`config.mk`:
```
export PLATFORM = sky130hd
export DESIGN_NAME = sector_range_obstacle_detector
export DESIGN_NICKNAME = d
export VERILOG_FILES = /design/src/srod_pkg.sv /design/src/srod_regs.sv /design/src/srod_ctrl.sv /design/src/srod_datapath.sv /design/src/sector_range_obstacle_detector.sv
export SDC_FILE = /design/constraint.sdc
export NUM_CORES = 1
export LEC_CHECK = 0
export BUFFER_PORTS_ARGS = -buffer_cell sky130_fd_sc_hd__buf_2
export CELL_PAD_IN_SITES_DETAIL_PLACEMENT = 0
export CELL_PAD_IN_SITES_GLOBAL_PLACEMENT = 1
export CORE_MARGIN = 2
export CORE_UTILIZATION = 25
export CTS_CLUSTER_DIAMETER = 150
export CTS_CLUSTER_SIZE = 20
export DETAILED_ROUTE_END_ITERATION = 6
export GPL_ROUTABILITY_DRIVEN = 0
export PLACE_DENSITY = 0.59
export SLEW_MARGIN = 20
export SYNTH_ARGS = -nofsm -noshare
export SYNTH_HDL_FRONTEND = slang
export SYNTH_HIERARCHICAL = 1
export SYNTH_SLANG_ARGS = --single-unit
```
`constraint.sdc`:
```
create_clock -name aclk -period 15.8 [get_ports aclk]
set_input_delay 4.74 -clock aclk [delete_from_list [all_inputs] [get_ports aclk]]
set_output_delay 4.74 -clock aclk [all_outputs]
set_load 0.01 [all_outputs]
```
`src/srod_pkg.sv`:
```
// Package for the sector range obstacle detector.
// Holds request/result types, config register codes, controller states
// and the command/status bundles between controller and datapath.
`timescale 1ns / 1ps
`default_nettype none

package srod_pkg;

    localparam int DEF_RANGE_BITS = 16;
    localparam int DEF_COUNT_BITS = 16;
    localparam int SUM_W          = 32;
    localparam int DIV_STEPS      = 32;
    localparam int DIV_CNT_W      = $clog2(DIV_STEPS);
    localparam int NUM_SECTORS    = 3;
    localparam int CFG_ADDR_W     = 4;

    localparam logic [1:0] REG_RIGHT_EDGE = 2'd0;
    localparam logic [1:0] REG_LEFT_EDGE  = 2'd1;
    localparam logic [1:0] REG_WINDOW     = 2'd2;
    localparam logic [1:0] REG_THRESHOLD  = 2'd3;

    localparam logic [1:0] SECT_RIGHT = 2'd0;
    localparam logic [1:0] SECT_FRONT = 2'd1;
    localparam logic [1:0] SECT_LEFT  = 2'd2;

    localparam logic signed [15:0] RST_RIGHT_EDGE = -16'sd3000;
    localparam logic signed [15:0] RST_LEFT_EDGE  = 16'sd3000;
    localparam logic [15:0]        RST_WINDOW     = 16'd64;
    localparam logic [15:0]        RST_THRESHOLD  = 16'd1000;

    typedef struct packed {
        logic [15:0]        range_mm;
        logic signed [15:0] servo_angle;
    } in_t;

    typedef struct packed {
        logic               obstacle_right;
        logic               obstacle_front;
        logic               obstacle_left;
        logic [15:0]        average_right;
        logic [15:0]        average_front;
        logic [15:0]        average_left;
        logic [2:0]         empty_sectors;
        logic [15:0]        latest_range;
        logic signed [15:0] latest_angle;
    } out_t;

    typedef struct packed {
        logic signed [15:0] right_edge;
        logic signed [15:0] left_edge;
        logic [15:0]        window;
        logic [15:0]        threshold;
    } cfg_t;

    typedef struct packed {
        logic       capture;
        logic       accum;
        logic       div_load;
        logic       div_step;
        logic       div_save;
        logic       emit;
        logic [1:0] sect;
    } cmd_t;

    typedef struct packed {
        logic window_full;
        logic div_last;
        logic out_free;
    } sts_t;

    typedef enum logic [2:0] {
        ST_IDLE,
        ST_ACCUM,
        ST_CHECK,
        ST_DIV_LOAD,
        ST_DIV_RUN,
        ST_DIV_SAVE,
        ST_EMIT
    } state_t;

endpackage

`default_nettype wire

```
`src/srod_regs.sv`:
```
// Configuration register file behind the APB-style port.
// Depends on srod_pkg for register codes, reset values and cfg_t.
`timescale 1ns / 1ps
`default_nettype none

module srod_regs
    import srod_pkg::*;
(
    input  wire logic                  aclk,
    input  wire logic                  aresetn,
    input  wire logic                  psel,
    input  wire logic                  penable,
    input  wire logic                  pwrite,
    input  wire logic [CFG_ADDR_W-1:0] paddr,
    input  wire logic [31:0]           pwdata,
    output logic [31:0]                prdata,
    output logic                       pready,
    output cfg_t                       cfg
);

    cfg_t cfg_reg;
    logic wr_en;

    assign pready = 1'b1;
    assign wr_en  = psel & penable & pwrite;
    assign cfg    = cfg_reg;

    always_ff @(posedge aclk) begin
        if (!aresetn) begin
            cfg_reg.right_edge <= RST_RIGHT_EDGE;
            cfg_reg.left_edge  <= RST_LEFT_EDGE;
            cfg_reg.window     <= RST_WINDOW;
            cfg_reg.threshold  <= RST_THRESHOLD;
        end else if (wr_en) begin
            case (paddr[3:2])
                REG_RIGHT_EDGE: cfg_reg.right_edge <= $signed(pwdata[15:0]);
                REG_LEFT_EDGE:  cfg_reg.left_edge  <= $signed(pwdata[15:0]);
                REG_WINDOW:     cfg_reg.window     <= pwdata[15:0];
                REG_THRESHOLD:  cfg_reg.threshold  <= pwdata[15:0];
                default: ;
            endcase
        end
    end

    always_comb begin
        case (paddr[3:2])
            REG_RIGHT_EDGE: prdata = {{16{cfg_reg.right_edge[15]}}, cfg_reg.right_edge};
            REG_LEFT_EDGE:  prdata = {{16{cfg_reg.left_edge[15]}}, cfg_reg.left_edge};
            REG_WINDOW:     prdata = {16'd0, cfg_reg.window};
            REG_THRESHOLD:  prdata = {16'd0, cfg_reg.threshold};
            default:        prdata = 32'd0;
        endcase
    end

endmodule

`default_nettype wire

```
`src/srod_ctrl.sv`:
```
// Controller state machine: sequences accumulate, window check, three
// serial divisions and result hand-off. Depends on srod_pkg.
`timescale 1ns / 1ps
`default_nettype none

module srod_ctrl
    import srod_pkg::*;
(
    input  wire logic aclk,
    input  wire logic aresetn,
    input  wire logic s_valid,
    output logic      s_ready,
    input  wire sts_t sts,
    output cmd_t      cmd
);

    state_t     state_reg, state_next;
    logic [1:0] sect_reg, sect_next;

    always_ff @(posedge aclk) begin
        if (!aresetn) begin
            state_reg <= ST_IDLE;
            sect_reg  <= SECT_RIGHT;
        end else begin
            state_reg <= state_next;
            sect_reg  <= sect_next;
        end
    end

    always_comb begin
        state_next = state_reg;
        sect_next  = sect_reg;
        s_ready    = 1'b0;
        cmd        = '0;
        cmd.sect   = sect_reg;
        case (state_reg)
            ST_IDLE: begin
                s_ready     = 1'b1;
                cmd.capture = s_valid;
                if (s_valid) begin
                    state_next = ST_ACCUM;
                end
            end
            ST_ACCUM: begin
                cmd.accum  = 1'b1;
                state_next = ST_CHECK;
            end
            ST_CHECK: begin
                sect_next = SECT_RIGHT;
                if (sts.window_full) begin
                    state_next = ST_DIV_LOAD;
                end else begin
                    state_next = ST_IDLE;
                end
            end
            ST_DIV_LOAD: begin
                cmd.div_load = 1'b1;
                state_next   = ST_DIV_RUN;
            end
            ST_DIV_RUN: begin
                cmd.div_step = 1'b1;
                if (sts.div_last) begin
                    state_next = ST_DIV_SAVE;
                end
            end
            ST_DIV_SAVE: begin
                cmd.div_save = 1'b1;
                if (sect_reg == SECT_LEFT) begin
                    state_next = ST_EMIT;
                end else begin
                    sect_next  = sect_reg + 2'd1;
                    state_next = ST_DIV_LOAD;
                end
            end
            ST_EMIT: begin
                cmd.emit = sts.out_free;
                if (sts.out_free) begin
                    state_next = ST_IDLE;
                end
            end
            default: begin
                state_next = ST_IDLE;
            end
        endcase
    end

endmodule

`default_nettype wire

```
`src/srod_datapath.sv`:
```
// Datapath: sector accumulators, shared restoring divider, result register.
// Driven by srod_ctrl commands; depends on srod_pkg.
`timescale 1ns / 1ps
`default_nettype none

module srod_datapath
    import srod_pkg::*;
#(
    parameter int RANGE_BITS = DEF_RANGE_BITS,
    parameter int COUNT_BITS = DEF_COUNT_BITS
) (
    input  wire logic aclk,
    input  wire logic aresetn,
    input  wire cfg_t cfg,
    input  wire in_t  in_data,
    input  wire cmd_t cmd,
    output sts_t      sts,
    input  wire logic m_ready,
    output logic      m_valid,
    output out_t      m_payload
);

    localparam int RB_USE = (RANGE_BITS < 16) ? RANGE_BITS : 16;
    localparam int TOT_W  = (COUNT_BITS + 2 > 16) ? COUNT_BITS + 2 : 16;

    logic [RB_USE-1:0]     range_reg;
    logic signed [15:0]    angle_reg;
    logic [1:0]            sel_reg;
    logic [SUM_W-1:0]      sum_reg [NUM_SECTORS];
    logic [COUNT_BITS-1:0] count_reg [NUM_SECTORS];
    logic [SUM_W-1:0]      quo_reg;
    logic [COUNT_BITS-1:0] rem_reg;
    logic [COUNT_BITS-1:0] divisor_reg;
    logic [DIV_CNT_W-1:0]  div_cnt_reg;
    logic [15:0]           avg_reg [NUM_SECTORS];
    logic [2:0]            flag_reg;
    logic [2:0]            empty_reg;
    logic                  m_valid_reg;
    out_t                  out_reg;

    logic [1:0]            sel_next;
    logic [SUM_W:0]        sum_add [NUM_SECTORS];
    logic [TOT_W-1:0]      total;
    logic [SUM_W-1:0]      div_sum;
    logic [COUNT_BITS-1:0] div_count;
    logic [COUNT_BITS:0]   rem_shift;
    logic [COUNT_BITS:0]   rem_diff;
    logic                  out_free;

    always_comb begin
        if ($signed(in_data.servo_angle) < $signed(cfg.right_edge)) begin
            sel_next = SECT_RIGHT;
        end else if ($signed(in_data.servo_angle) > $signed(cfg.left_edge)) begin
            sel_next = SECT_LEFT;
        end else begin
            sel_next = SECT_FRONT;
        end
    end

    always_comb begin
        for (int i = 0; i < NUM_SECTORS; i++) begin
            sum_add[i] = {1'b0, sum_reg[i]} + (SUM_W + 1)'(range_reg);
        end
        total = TOT_W'(count_reg[0]) + TOT_W'(count_reg[1]) + TOT_W'(count_reg[2]);
    end

    always_comb begin
        case (cmd.sect)
            SECT_RIGHT: begin
                div_sum   = sum_reg[0];
                div_count = count_reg[0];
            end
            SECT_FRONT: begin
                div_sum   = sum_reg[1];
                div_count = count_reg[1];
            end
            SECT_LEFT: begin
                div_sum   = sum_reg[2];
                div_count = count_reg[2];
            end
            default: begin
                div_sum   = '0;
                div_count = '0;
            end
        endcase
    end

    assign rem_shift = {rem_reg, quo_reg[SUM_W-1]};
    assign rem_diff  = rem_shift - {1'b0, divisor_reg};
    assign out_free  = !m_valid_reg || m_ready;

    assign sts.window_full = total >= TOT_W'(cfg.window);
    assign sts.div_last    = div_cnt_reg == DIV_CNT_W'(DIV_STEPS - 1);
    assign sts.out_free    = out_free;

    always_ff @(posedge aclk) begin
        if (cmd.capture) begin
            range_reg <= in_data.range_mm[RB_USE-1:0];
            angle_reg <= in_data.servo_angle;
            sel_reg   <= sel_next;
        end
    end

    always_ff @(posedge aclk) begin
        if (!aresetn) begin
            for (int i = 0; i < NUM_SECTORS; i++) begin
                sum_reg[i]   <= '0;
                count_reg[i] <= '0;
            end
        end else if (cmd.emit) begin
            for (int i = 0; i < NUM_SECTORS; i++) begin
                sum_reg[i]   <= '0;
                count_reg[i] <= '0;
            end
        end else if (cmd.accum) begin
            for (int i = 0; i < NUM_SECTORS; i++) begin
                if (sel_reg == 2'(i)) begin
                    sum_reg[i] <= sum_add[i][SUM_W] ? '1 : sum_add[i][SUM_W-1:0];
                    if (count_reg[i] != '1) begin
                        count_reg[i] <= count_reg[i] + COUNT_BITS'(1);
                    end
                end
            end
        end
    end

    always_ff @(posedge aclk) begin
        if (cmd.div_load) begin
            quo_reg     <= div_sum;
            rem_reg     <= '0;
            divisor_reg <= div_count;
            div_cnt_reg <= '0;
        end else if (cmd.div_step) begin
            div_cnt_reg <= div_cnt_reg + DIV_CNT_W'(1);
            if (!rem_diff[COUNT_BITS]) begin
                rem_reg <= rem_diff[COUNT_BITS-1:0];
                quo_reg <= {quo_reg[SUM_W-2:0], 1'b1};
            end else begin
                rem_reg <= rem_shift[COUNT_BITS-1:0];
                quo_reg <= {quo_reg[SUM_W-2:0], 1'b0};
            end
        end
    end

    always_ff @(posedge aclk) begin
        if (cmd.div_save) begin
            for (int i = 0; i < NUM_SECTORS; i++) begin
                if (cmd.sect == 2'(i)) begin
                    if (divisor_reg == '0) begin
                        avg_reg[i]   <= '0;
                        flag_reg[i]  <= 1'b0;
                        empty_reg[i] <= 1'b1;
                    end else begin
                        avg_reg[i]   <= quo_reg[15:0];
                        flag_reg[i]  <= (quo_reg <= SUM_W'(cfg.threshold));
                        empty_reg[i] <= 1'b0;
                    end
                end
            end
        end
    end

    always_ff @(posedge aclk) begin
        if (!aresetn) begin
            m_valid_reg <= 1'b0;
        end else if (cmd.emit) begin
            m_valid_reg <= 1'b1;
        end else if (m_ready) begin
            m_valid_reg <= 1'b0;
        end
    end

    always_ff @(posedge aclk) begin
        if (cmd.emit) begin
            out_reg.obstacle_right <= flag_reg[0];
            out_reg.obstacle_front <= flag_reg[1];
            out_reg.obstacle_left  <= flag_reg[2];
            out_reg.average_right  <= avg_reg[0];
            out_reg.average_front  <= avg_reg[1];
            out_reg.average_left   <= avg_reg[2];
            out_reg.empty_sectors  <= empty_reg;
            out_reg.latest_range   <= 16'(range_reg);
            out_reg.latest_angle   <= angle_reg;
        end
    end

    assign m_valid   = m_valid_reg;
    assign m_payload = out_reg;

    a_clear_after_emit: assert property (@(posedge aclk) disable iff (!aresetn)
        cmd.emit |=> (total == '0))
        else $error("sector counts not cleared after result");

    a_rem_bound: assert property (@(posedge aclk) disable iff (!aresetn)
        (cmd.div_save && (divisor_reg != '0)) |-> (rem_reg < divisor_reg))
        else $error("divider remainder not below divisor");

    a_valid_source: assert property (@(posedge aclk) disable iff (!aresetn)
        $rose(m_valid_reg) |-> $past(cmd.emit))
        else $error("result raised without emit command");

    a_emit_free: assert property (@(posedge aclk) disable iff (!aresetn)
        (m_valid_reg && !m_ready) |=> (m_valid_reg && $stable(out_reg)))
        else $error("pending result overwritten");

endmodule

`default_nettype wire

```
`src/sector_range_obstacle_detector.sv`:
```
// Top level of the sector range obstacle detector: config registers,
// controller and datapath. Depends on srod_pkg, srod_regs, srod_ctrl,
// srod_datapath.
//
//   port group   dir  handshake        payload
//   s_*          in   s_valid/s_ready  in_t  (range_mm, servo_angle)
//   m_*          out  m_valid/m_ready  out_t (flags, averages, empty, latest)
//   p*           in   APB write/read   4 x 16-bit registers at 4*i
//
// A request that does not close a window passes through accept, accumulate
// and window check. A closing request then runs one shared restoring
// divider, one quotient bit per cycle, for each of the three sectors in
// turn, and the result is emitted once the result register is free.
// Reset is synchronous, active low; it resets sums, counts, m_valid and config.
// A finished result waits in the output register while new requests are
// taken; the emit step holds only if a previous result is still pending.
`timescale 1ns / 1ps
`default_nettype none

module sector_range_obstacle_detector
    import srod_pkg::*;
#(
    parameter int RANGE_BITS = DEF_RANGE_BITS,
    parameter int COUNT_BITS = DEF_COUNT_BITS
) (
    input  wire logic                  aclk,
    input  wire logic                  aresetn,
    input  wire logic                  s_valid,
    output logic                       s_ready,
    input  wire in_t                   s_payload,
    output logic                       m_valid,
    input  wire logic                  m_ready,
    output out_t                       m_payload,
    input  wire logic                  psel,
    input  wire logic                  penable,
    input  wire logic                  pwrite,
    input  wire logic [CFG_ADDR_W-1:0] paddr,
    input  wire logic [31:0]           pwdata,
    output logic [31:0]                prdata,
    output logic                       pready
);

    cfg_t cfg;
    cmd_t cmd;
    sts_t sts;

    srod_regs u_regs (
        .aclk    (aclk),
        .aresetn (aresetn),
        .psel    (psel),
        .penable (penable),
        .pwrite  (pwrite),
        .paddr   (paddr),
        .pwdata  (pwdata),
        .prdata  (prdata),
        .pready  (pready),
        .cfg     (cfg)
    );

    srod_ctrl u_ctrl (
        .aclk    (aclk),
        .aresetn (aresetn),
        .s_valid (s_valid),
        .s_ready (s_ready),
        .sts     (sts),
        .cmd     (cmd)
    );

    srod_datapath #(
        .RANGE_BITS (RANGE_BITS),
        .COUNT_BITS (COUNT_BITS)
    ) u_datapath (
        .aclk      (aclk),
        .aresetn   (aresetn),
        .cfg       (cfg),
        .in_data   (s_payload),
        .cmd       (cmd),
        .sts       (sts),
        .m_ready   (m_ready),
        .m_valid   (m_valid),
        .m_payload (m_payload)
    );

endmodule

`default_nettype wire
```
Word level (Yosys, flattened, before mapping)
Memory sizes are Yosys's and may differ from the RTL's. A register that Yosys moved wholly into a read port is not among the register bits. Cells that the tools add are included.

Output and inout port bits: 121. Logic and storage cells: 210. RAM bits: 192. Memories: 3. Register bits: 217.

$add $sub $neg: 11. Order comparisons: 4. Bitwise gates (word level): 17. Reductions and logical operators: 21. Muxes and demuxes: 107. Eq/ne operators: 21.

Memories: u_datapath.sum_reg (depth 3, width 32, rd ports 3, clocked after memory_dff 0, write ports 3, RTL line srod_datapath.sv:29) `logic [SUM_W-1:0] sum_reg [NUM_SECTORS];`; u_datapath.avg_reg (depth 3, width 16, rd ports 3, clocked after memory_dff 3, write ports 1, RTL line srod_datapath.sv:35) `logic [15:0] avg_reg [NUM_SECTORS];`; u_datapath.count_reg (depth 3, width 16, rd ports 3, clocked after memory_dff 0, write ports 3, RTL line srod_datapath.sv:30) `logic [COUNT_BITS-1:0] count_reg [NUM_SECTORS];`.

Operators by type and width (count): $mux 32 (11); $mux 16 (12); $pmux 32 s4 (1); $add 32x16->33 (3); $pmux 32 s3 (1); $mux 1 (70); $add 16x1->16 const B (3); $ne 16x16->1 const B (3); $pmux 16 s3 (1); $le 32x16->1 (1); $reduce_or 16->1 (2); $pmux 3 s7 (1); $add 18x16->18 (1); $ge 18x16->1 (1); $add 16x16->17 (1); $sub 17x16->17 (1); $gt 16x16->1 (1); $logic_not 16->1 (1); $lt 16x16->1 (1); $reduce_and 2->1 (8); $or 1x1->1 (15); $mux 3 (4); $mux 2 (5); $eq 3x3->1 const B (3); 17 further kinds (30).

Longest topological paths before layout
Depth in word-level cells: 9. Depth in mapped cells: 19. Mapped depth without buffers: 19.

By module
The synthesis kept the hierarchy.

By module, submodules not included: srod_datapath (seq. area each 11431.0 um2, area each 21825.9 um2, times used 1, cells each 1973); srod_regs (seq. area each 1281.2 um2, area each 3021.6 um2, times used 1, cells each 287); srod_ctrl (seq. area each 100.1 um2, area each 386.6 um2, times used 1, cells each 44).

Least setup slack after synthesis
OpenSTA, ideal clock, no wires.

Path kind: input port to flip-flop. Start: input m_ready. End: memory u_datapath.sum_reg[2][0], in the netlist u_datapath/sum_reg[0][64], enable pin. Data required time: 15334 ps. Library setup time: 466 ps. Arrival time: 12406 ps. Slack: 2929 ps. Stages: 7. Buffers on the path: 2. Path through: nand2b_1 > buf_4 > nand2_1 > nor3_1 > nor2b_1 > clkbuf_1 > o21ai_0.

RTL lines: start, declared (RTL line sector_range_obstacle_detector.sv:32) `input wire logic m_ready,`; end, declared (RTL line srod_datapath.sv:29).

Final worst setup path
Start: input paddr[2]. End: output prdata[28].

Word-level cells in the longest chain between the ends: 2. Elaborated cells between the ends (all ways): 5.

Ends and longest elaborated chain: start, declared (RTL line sector_range_obstacle_detector.sv:37) `input wire logic [CFG_ADDR_W-1:0] paddr,`; $eq 2x2->1 (tied with other cells) (RTL line srod_regs.sv:46) `case (paddr[3:2])`; $pmux 32 s4 * (RTL line srod_regs.sv:46); end, declared (RTL line sector_range_obstacle_detector.sv:39) `output logic [31:0] prdata,`.

Every way passes the cells marked *; elsewhere a longest branch is shown, timed or not.

==> metrics.csv <==
stage,metric,value,unit
status,outcome,completed,
timing,fin crit share,0.7028,
worst_setup_path,critical path peak fanout,29,
die,Ports,196,
worst_setup_path,CP Class,in -> out,
die,die height,321.7,µm
drt,Via density,4.766,
timing,PnR worst setup slack,4.696,ns
clock_network,total CTS buffers,26,
timing,Max Freq,0.09005,GHz
synth,largest cells by area after synthesis,"edfxtp_1, ha_1, dfxtp_1",
power_and_ir_drop,Sw Pwr,1.323,mW
synth,syn avg cell area,10.95,µm²
timing,Final Hold Viols,0,
final_layout,max reg flops,96,
worst_setup_path,Critical Path Sink Type,output port,
drt,DRC violations left,0,
final_layout,fin nets,2658,
die,area of the die,0.1035,mm²
timing,Max Transition Viols Final,0,
job,total of max-cap violations,0,
die,die width,321.7,µm
final_layout,layout cells sized above 1,0.1163,
synth,cell with the most instances after synthesis,edfxtp_1,
synth,post-synth top area cell,edfxtp_1,
worst_hold_path,Hold Crit Start,u_datapath/empty_reg[0],
synth,Post-synth EDFFs,366,
final_layout,fin cells,3733,
global_route,initial antenna violation count,6,
power_and_ir_drop,Clk pwr share,0.199,
power_and_ir_drop,Reg power frac,0.454,
worst_setup_path,"Req. time, crit path",11.06,ns
clock_network,"Setup Fix Bufs, Post-CTS",0,
timing,final setup vio count,0,
drt,Post-DRT Antenna Nets,0,
power_and_ir_drop,combinational fraction of design power,0.347,
clock_network,maximum root-to-sink buffer count,3,
worst_setup_path,worst r2r src,u_datapath/count_reg[0][18],
timing,Setup Skew,0.01676,ns
placement,number of port buffers,176,
clock_network,clock sinks,457,
synth,Async SR Flop Fraction,0,
global_route,GRT Util Overall,0.1260,
power_and_ir_drop,Sw Ratio,0.3621,
die,Starting Density,0.2520,
clock_network,CTS H-Tree Depth,1,
synth,Syn. warnings,6,
drt,Iter 0 DRT Violations,1190,
drt,First-pass DRT Iterations,7,
placement,pre-CTS WS,4.662,ns
power_and_ir_drop,Power Dens Cells,129.8,mW/mm²
worst_hold_path,worst hold stages,0,
placement,Inst Count DP,3684,
clock_network,Clock Latency Late Sink,0.59,ns
global_route,grt total ovfl,0,
power_and_ir_drop,Pint,2.330,mW
synth,"top cells by count, synth","edfxtp_1, a21oi_1, nor2_1",
worst_setup_path,FF-to-FF path depth,17,
final_layout,design area,0.02813,mm²
clock_network,clk root buf,clkbuf_16,
synth,Synth top area share,0.4355,
worst_hold_path,Min-Delay Endpoint,u_datapath/m_payload[32],
drt,via count,17791,
timing,Slew HR,0.2939,
worst_setup_path,flop-to-flop setup slack,10.91,ns
synth,sequential element share of the synthesized area,0.5077,
drt,Routed WL,67670,µm
placement,Post-DP HPWL,49240,µm
clock_network,hold_buf cts,0,
global_route,global-route wire length before repair,103500,µm
worst_hold_path,Hold Crit Class,reg -> reg,
synth,prevailing post-synth register cell,edfxtp_1,
worst_setup_path,worst r2r dst,u_ctrl/state_reg[0],
worst_setup_path,Worst Path Arrival,6.36,ns
synth,Post-Syn Area,0.02523,mm²
synth,Post-Synthesis Cells,2304,
placement,Placed Area,0.02737,mm²
die,FP Rows,116,
final_layout,Syn-to-layout area delta,11.49,%
die,total core area,0.1001,mm²
timing,RSZ-0062 raised after global routing,no,
drt,Avg WL per Cell,18.13,µm
clock_network,clk slew on worst S/H paths,0.08,ns
synth,Yosys cell types,79,
timing,measured slew at the worst slew-check pin,1.059,ns
timing,setup TNS,0,ns
timing,Final Critical Period,11.10,ns
synth,synthesized net count,2548,
global_route,number of global-route vias before repair,17375,
power_and_ir_drop,maximum vdd drop,0.08944,mV
clock_network,CTS tree,done,
global_route,largest net degree at the start of global routing,97,
power_and_ir_drop,Leakage,10.36,nW
worst_setup_path,Critical Path Source Type,input pin,
synth,Synth Register Bits,457,
clock_network,post-cts sizing count,0,
==> per-layer routing <==
| metal | vias up | GRT usage | routed length [µm] |
|---|---|---|---|
| met1 | 8740 | 0.1772 | 32320 |
| met5 | - | 0 | 0 |
| li1 | 8611 | - | - |
| met3 | 67 | 0.01220 | 2740 |
| met2 | 373 | 0.2064 | 31010 |
| met4 | 0 | 0.03333 | 1608 |
==> cells by family (layout without fill, tap and decap cells) <==
kind of cell    count (synthesis)  in the layout  synth area share
flops                         457            457            0.5077
buf+inv                       235            365           0.04071
compound gates                481            481            0.1203
other cells                     1              2         0.0001486
fa+ha+maj                     169            169           0.09004
xor+xnor                      127            127           0.04408
mux                           129            129           0.05866
simple gates                  705            705            0.1383
==> cell usage in the layout, fill, tap and decap left out, drive strengths merged, types with 8 or more instances in the layout <==
master	n
a211oi	12
a21o	29
a21oi	218
a311oi	24
a31oi	13
and2	57
and3	43
buf	196
clkbuf	47
dfxtp	91
edfxtp	366
fa	21
ha	148
inv	121
mux2i	113
mux4	15
nand2	175
nand2b	21
nand3	47
nand4	32
nor2	194
nor2b	43
nor3	29
nor3b	8
nor4	18
o211ai	19
o21a	28
o21ai	66
o22ai	10
xnor2	62
xor2	65
==> how the worst max path moves through the flow <==
stage / depth (start not counted) / to / startpoint / slack [ns]
2_1_floorplan: 7 / u_datapath/sum_reg[0][64] / m_ready / 2.93
3_3_place_gp: 4 / prdata[31] / paddr[2] / 4.77
3_5_place_dp: 4 / prdata[28] / paddr[2] / 4.66
4_1_cts: 4 / prdata[28] / paddr[2] / 4.65
5_1_grt: 4 / prdata[30] / paddr[2] / 4.51
6_report: 4 / prdata[28] / paddr[2] / 4.70
==> power by group through the flow <==
stage	Sequential, mW	Clock [mW]	Combinational [mW]
after floorplan	1.61	0	0.971
after global placement	1.68	0	1.24
after detailed placement	1.69	0	1.26
after CTS	1.66	0.763	1.27
after global routing	1.68	0.798	1.43
final	1.66	0.728	1.27
==> per-stage QoR <==
step / utilization / power, mW / hold slack (ns)
finish: 0.2809 / 3.652 / 0.4225
floorplan: - / 2.583 / 0.4003
detailed placement: 0.2733 / 2.950 / 0.4045
global placement: 0.2733 / 2.924 / 0.4023
CTS: 0.2808 / 3.695 / 0.4233
global route: 0.2809 / 3.914 / 0.4300
==> worst max-delay path, cell delays in order <==
cell and delay [ns]:
buf_2 0.58, mux2i_1 0.21, nor2_1 0.56, buf_2 0.26
==> layout make-up <==
type | instances | area, µm²
Inverter | 121 | 454.2
Multi-Input combinational cell | 1612 | 11450
Clock buffer | 47 | 750.7
Timing Repair Buffer | 196 | 1035
Sequential cell | 457 | 12810
Clock inverter | 1 | 5.005
Antenna cell | 1 | 2.502
Tap cell | 1298 | 1624
Fill cell | 10366 | 72010
Power figures use the tool's default switching activity.
